$ cat src/sv/slfc_pkg.sv
// Shared constants and types for the sync/length frame checker.
package slfc_pkg;

    // Field widths
    localparam int BYTE_W  = 8;
    localparam int COUNT_W = 9;

    // Configuration port geometry
    localparam int PADDR_W = 3;
    localparam int PDATA_W = 32;

    // Register index codes (taken from paddr[2])
    localparam logic REG_SYNC_VALUE = 1'b0;

    // Register reset values
    localparam logic [BYTE_W-1:0] SYNC_VALUE_RESET = 8'h7A;

    // Frame layout: two header bytes plus the length byte, then payload and checksum
    localparam logic [COUNT_W-1:0] HEADER_SPAN = 9'd3;
    localparam logic [COUNT_W-1:0] CHECK_BYTES = 9'd1;

    // One result item
    typedef struct packed {
        logic                 stored;
        logic [BYTE_W-1:0]    data;
        logic [COUNT_W-1:0]   position;
        logic                 verdict_valid;
        logic                 checksum_ok;
        logic [COUNT_W-1:0]   frame_length;
    } result_t;

endpackage

$ cat src/sv/slfc_core.sv
// Frame tracking state and per-byte result logic of the frame checker.
module slfc_core
(
    input  logic                         clk,
    input  logic                         rst_n,
    input  logic                         step,
    input  logic [slfc_pkg::BYTE_W-1:0]  rx_byte,
    input  logic [slfc_pkg::BYTE_W-1:0]  sync_value,
    output slfc_pkg::result_t            result
);

    logic [slfc_pkg::COUNT_W-1:0] remaining_reg;
    logic [slfc_pkg::COUNT_W-1:0] remaining_next;
    logic [slfc_pkg::COUNT_W-1:0] remaining_ext;
    logic                         awaiting_reg;
    logic                         awaiting_next;
    logic [slfc_pkg::COUNT_W-1:0] count_reg;
    logic [slfc_pkg::COUNT_W-1:0] count_next;
    logic [slfc_pkg::BYTE_W-1:0]  sum_reg;
    logic [slfc_pkg::BYTE_W-1:0]  sum_next;
    logic [slfc_pkg::BYTE_W-1:0]  last_reg;
    logic [slfc_pkg::BYTE_W-1:0]  last_next;
    logic [slfc_pkg::BYTE_W-1:0]  sum_less_last;

    assign sum_less_last = sum_reg - last_reg;

    // Work out the result and the next frame state for the byte in hand
    always_comb
    begin
        result               = '0;
        result.data          = rx_byte;
        remaining_ext        = remaining_reg;
        remaining_next       = remaining_reg;
        awaiting_next        = awaiting_reg;
        count_next           = count_reg;
        sum_next             = sum_reg;
        last_next            = last_reg;

        if (remaining_reg != '0)
        begin
            // Length byte: extend the span by payload plus checksum
            if ((remaining_reg == 9'd1) && awaiting_reg)
            begin
                remaining_ext = remaining_reg + {1'b0, rx_byte} + slfc_pkg::CHECK_BYTES;
                awaiting_next = 1'b0;
            end
            result.stored   = 1'b1;
            result.position = count_reg;
            sum_next        = sum_reg + rx_byte;
            last_next       = rx_byte;
            count_next      = count_reg + 9'd1;
            remaining_next  = remaining_ext - 9'd1;
        end
        else
        begin
            // Judge the finished frame, then clear the running sums
            if (count_reg != '0)
            begin
                result.verdict_valid = 1'b1;
                result.checksum_ok   = (sum_less_last == last_reg);
                result.frame_length  = count_reg;
                count_next           = '0;
                sum_next             = '0;
                last_next            = '0;
            end
            // Sync byte opens the next frame and is not kept
            if (rx_byte == sync_value)
            begin
                remaining_next = slfc_pkg::HEADER_SPAN;
                awaiting_next  = 1'b1;
            end
        end
    end

    // Advance the frame state once per transfer
    always_ff @(posedge clk or negedge rst_n)
    begin
        if (!rst_n)
        begin
            remaining_reg <= '0;
            awaiting_reg  <= 1'b1;
            count_reg     <= '0;
            sum_reg       <= '0;
            last_reg      <= '0;
        end
        else if (step)
        begin
            remaining_reg <= remaining_next;
            awaiting_reg  <= awaiting_next;
            count_reg     <= count_next;
            sum_reg       <= sum_next;
            last_reg      <= last_next;
        end
    end

`ifndef SYNTHESIS
    // A byte is either kept in a frame or closes one, never both
    a_stored_or_verdict: assert property (@(posedge clk) disable iff (!rst_n)
        step |-> !(result.stored && result.verdict_valid))
        else $error("byte both stored and judged");

    // Only the header span is counted while the length byte is still awaited
    a_header_span: assert property (@(posedge clk) disable iff (!rst_n)
        awaiting_reg |-> (remaining_reg <= slfc_pkg::HEADER_SPAN))
        else $error("remaining count too large before length byte");

    // Running sums are clear whenever no byte of a frame is held
    a_sums_clear: assert property (@(posedge clk) disable iff (!rst_n)
        (count_reg == '0) |-> ((sum_reg == '0) && (last_reg == '0)))
        else $error("running sums not cleared between frames");

    // A verdict always clears the stored count
    a_verdict_clears: assert property (@(posedge clk) disable iff (!rst_n)
        (step && result.verdict_valid) |=> (count_reg == '0))
        else $error("stored count survives a verdict");
`endif

endmodule

$ cat config.mk
export PLATFORM = sky130hd
export DESIGN_NAME = slfc_core
export DESIGN_NICKNAME = d
export VERILOG_FILES = /design/src/sv/slfc_pkg.sv /design/src/sv/slfc_core.sv
export SDC_FILE = /design/constraint.sdc
export NUM_CORES = 1
export LEC_CHECK = 0
export BUFFER_PORTS_ARGS = -buffer_cell sky130_fd_sc_hd__buf_2
export CORE_MARGIN = 2
export CORE_UTILIZATION = 55
export DETAILED_ROUTE_END_ITERATION = 7
export PLACE_DENSITY = 0.83
export SYNTH_ARGS = -nofsm -noshare
export SYNTH_HDL_FRONTEND = slang
export SYNTH_SLANG_ARGS = --single-unit
$ cat constraint.sdc
create_clock -name clk -period 4.3 [get_ports clk]
set_clock_uncertainty 0.1 [all_clocks]
set_input_delay 1.29 -clock clk [delete_from_list [all_inputs] [get_ports clk]]
set_output_delay 1.29 -clock clk [all_outputs]
set_load 0.1 [all_outputs]
==> metrics.md <==
| Metric | Value |
|---|---|
| Unique masters post-synth | `60` |
| Crit path capture type | `output port` |
| TritonCTS clock tree | `built` |
| Sequential share of power | `0.231` |
| Final worst path period need | `around 4.2 ns` |
| Worst path max stage delay | `roughly 0.38 ns` |
| EDFF count, synth | `0` |
| Initial Util | `0.560` |
| Pwr dens | `752 nW/um2` |
| Critical path type | `register to output port` |
| Worst setup SP type | `register` |
| Pint | `between 1000 and 1500 uW` |
| Reg2Reg Depth | `11` |
| GP Congestion | `just over 0.9` |
| Net Sw Power | `1360 uW` |
| Diode count | `0` |
| H-tree levels | `2` |
| TritonCTS Buffers | `5` |
| P&R area growth vs syn | `13.0%` |
| Vias per std cell | `~5.8` |
| CTS Sinks | `34` |
| Initial antenna violation count | `0` |
| Syn Inst Count | `about 360` |
| Max Cap Viol | `0` |
| Final worst slack | `roughly 0.15 ns` |
| Drt pass-1 iters | `4` |
| Post-synthesis sequential area ratio | `0.280` |
| Critical Path Fanout Max | `2` |
| Drt drc | `0` |
| Most frequent cells in the layout | `46 x buf_2, 34 x nor2_1, 33 x dfrtp_1` |
| Largest net degree at the start of global routing | `35` |
| Area of the multi-input gates | `2030 um2` |
| Final Power | `2590 uW` |
| Final Util | `0.633` |
| Initial DRC count | `138` |
| Slew @ Worst Pin | `slightly below 0.8 ns` |
| Worst skew pair latency | `a little under 0.3 ns` |
| Synthesized flop and latch total | `34` |
| Die extent in y | `roughly 78 um` |
| Worst slack, placed | `0.335 ns` |
| Mean Syn Cell Area | `~8.5 um2` |
| Routed WL | `around 7 mm` |
| Vias in the first global route | `between 2000 and 3000` |
| Post-synth ARST share | `1.00` |
| Clock transition at the registers of the reported paths | `approximately 0.07 ns` |
| Fin. Hold Viols | `0` |
| Leakage power | `about 0.0016 uW` |
| Crit-path cells | `inv_1 -> ha_1 -> inv_1 -> fa_2 -> a21o_1 -> a21oi_2 -> o21ai_0 -> a21oi_1 -> xnor2_1 -> nand4_1 -> nor4b_4 -> buf_12` |
| Sw frac | `0.526` |
| Row cnt | `27` |
| Most Frequent Cell on Critical Path | `inv_1` |
| Buffer depth of the longest clock path | `2` |
| Antenna Nets Post-Route | `0` |
| Die W | `between 70 and 80 um` |
| CP arrival | `roughly 2.8 ns` |
| Area after DPL | `approximately 3300 um2` |
| Worst vdd ir | `between 0.3 and 0.4 mV` |
| Register area | `852 um2` |
| Mean routed wirelength per cell | `around 15 um` |
| Combinational Power Share | `0.657` |
| Setup TNS | `0 ns` |
| Most common cell after layout, fill and taps aside | `buf_2` |
| Final setup fails | `0` |
| Hold Path Class | `register to register` |
| Mapped cell area | `3050 um2` |
| First-pass GRT wire length | `around 12 mm` |
| Hold depth | `2` |
| Clk root buf | `clkbuf_8` |
| Vias post-DR | `2741` |
| Crit-path slowest cell | `dfrtp_1` |
| Yosys warns | `0` |
| Count of input and output buffers | `47` |
| Max Clock Freq | `241 MHz` |
| Syn Nets | `approximately 410` |
| CTS Hold Bufs | `0` |
| Max-slew violations | `0` |
| Ys flop type | `dfrtp_1` |
| DIE AREA | `~6000 um2` |
| HPWL after DPL | `~5.5 mm` |
| Core area | `about 5400 um2` |
| Crit path required time | `slightly below 3 ns` |
| Grt total ovfl | `0` |
| Boundary pin count | `48` |
| Status | `finished clean` |
| Fillers | `between 400 and 500` |
| Nets | `~440` |
| Clock network fraction of design power | `0.112` |
| Share of layout cells above drive strength 1 | `0.193` |
| GRT Util Overall | `0.248` |
| Max-slew headroom | `0.471` |
| Post-route cell area | `3440 um2` |
| Tcrit/Tclk final | `0.966` |
[cell type report]
type | instances | share of cell area
multi-input combinational | 281 | 0.589
tap | 72 | 0.0262
clock inverter | 1 | 0.00872
sequential | 34 | 0.248
clock buffer | 7 | 0.0222
timing repair buffer | 50 | 0.0792
inverter | 25 | 0.0273
[cell families after synthesis]
kind of cell    Yosys count  synth area share
simple gates            130             0.227
compound gates           85             0.193
buf+inv                  44            0.0665
xor+xnor                 35             0.101
flops                    34             0.280
fa+ha+maj                28             0.122
mux                       3            0.0107
[stage by stage]
stage	std cells	hold WS, ns
after floorplan	359	0.378
after global placement	461	0.393
after detailed placement	461	0.395
after CTS	469	0.406
after global routing	470	0.435
final	470	0.402
[worst max-delay path: cells and delay by family, from the launching register on]
family / cells / cell delay, ns
buffers and inverters: 3 / 0.33
AOI/OAI and AO/OA: 4 / 0.60
DFF: 1 / 0.38
xor gates and xnor gates: 1 / 0.13
and+or+nand+nor: 2 / 0.52
adders and majority gates: 2 / 0.50
[power by group through the flow]
stage               registers, uW  clock network (uW)  logic [uW]
floorplan                     548                   0        1420
global placement              589                   0        1610
detailed placement            598                   0        1660
CTS                           594                 294        1680
global route                  617                 301        1870
finish                        598                 289        1700
[path summary, 6_finish.rpt]
| path | startpoint | end | slack (ns) |
|---|---|---|---|
| max in group asynchronous | rst_n | sum_reg[3] | 2.65 |
| setup reg to reg | remaining_reg[4] | remaining_reg[8] | 1.18 |
| hold reg to reg | awaiting_reg | awaiting_reg | 0.40 |
| hold / removal | awaiting_reg | awaiting_reg | 0.40 |
| setup / recovery | sum_reg[0] | result[9] | 0.15 |
| min in group asynchronous | rst_n | remaining_reg[6] | 0.96 |
[cells in the mapped netlist (all sizes together), types with 7 or more instances]
cell type  instances  area share
dfrtp             33        0.27
xor2              20       0.057
or3                7       0.014
nor3               9       0.016
nor2              34       0.042
a21oi             20       0.034
nand2b             9       0.018
inv               25       0.031
ha                25        0.10
nand3              9       0.015
buf               15       0.031
xnor2             15       0.043
a22o               9       0.026
o21ai             20       0.035
and2              16       0.033
nand2             21       0.026
[routing by layer]
layer	vias to the layer above	wire length, um	global-route usage	share of wire
li1	1341	-	-	-
met1	1285	3090	0.297	0.43
met2	85	3500	0.429	0.49
met3	30	314	0.0437	0.044
met4	0	288	0.119	0.040
met5	-	0	0	0
[timing repair]
action	in CTS	in global routing
setup endpoints to repair	0	1
hold endpoints to repair	0	0
gates resized for setup	0	3
setup buffers	0	1
(Power assumes the default switching activity.)
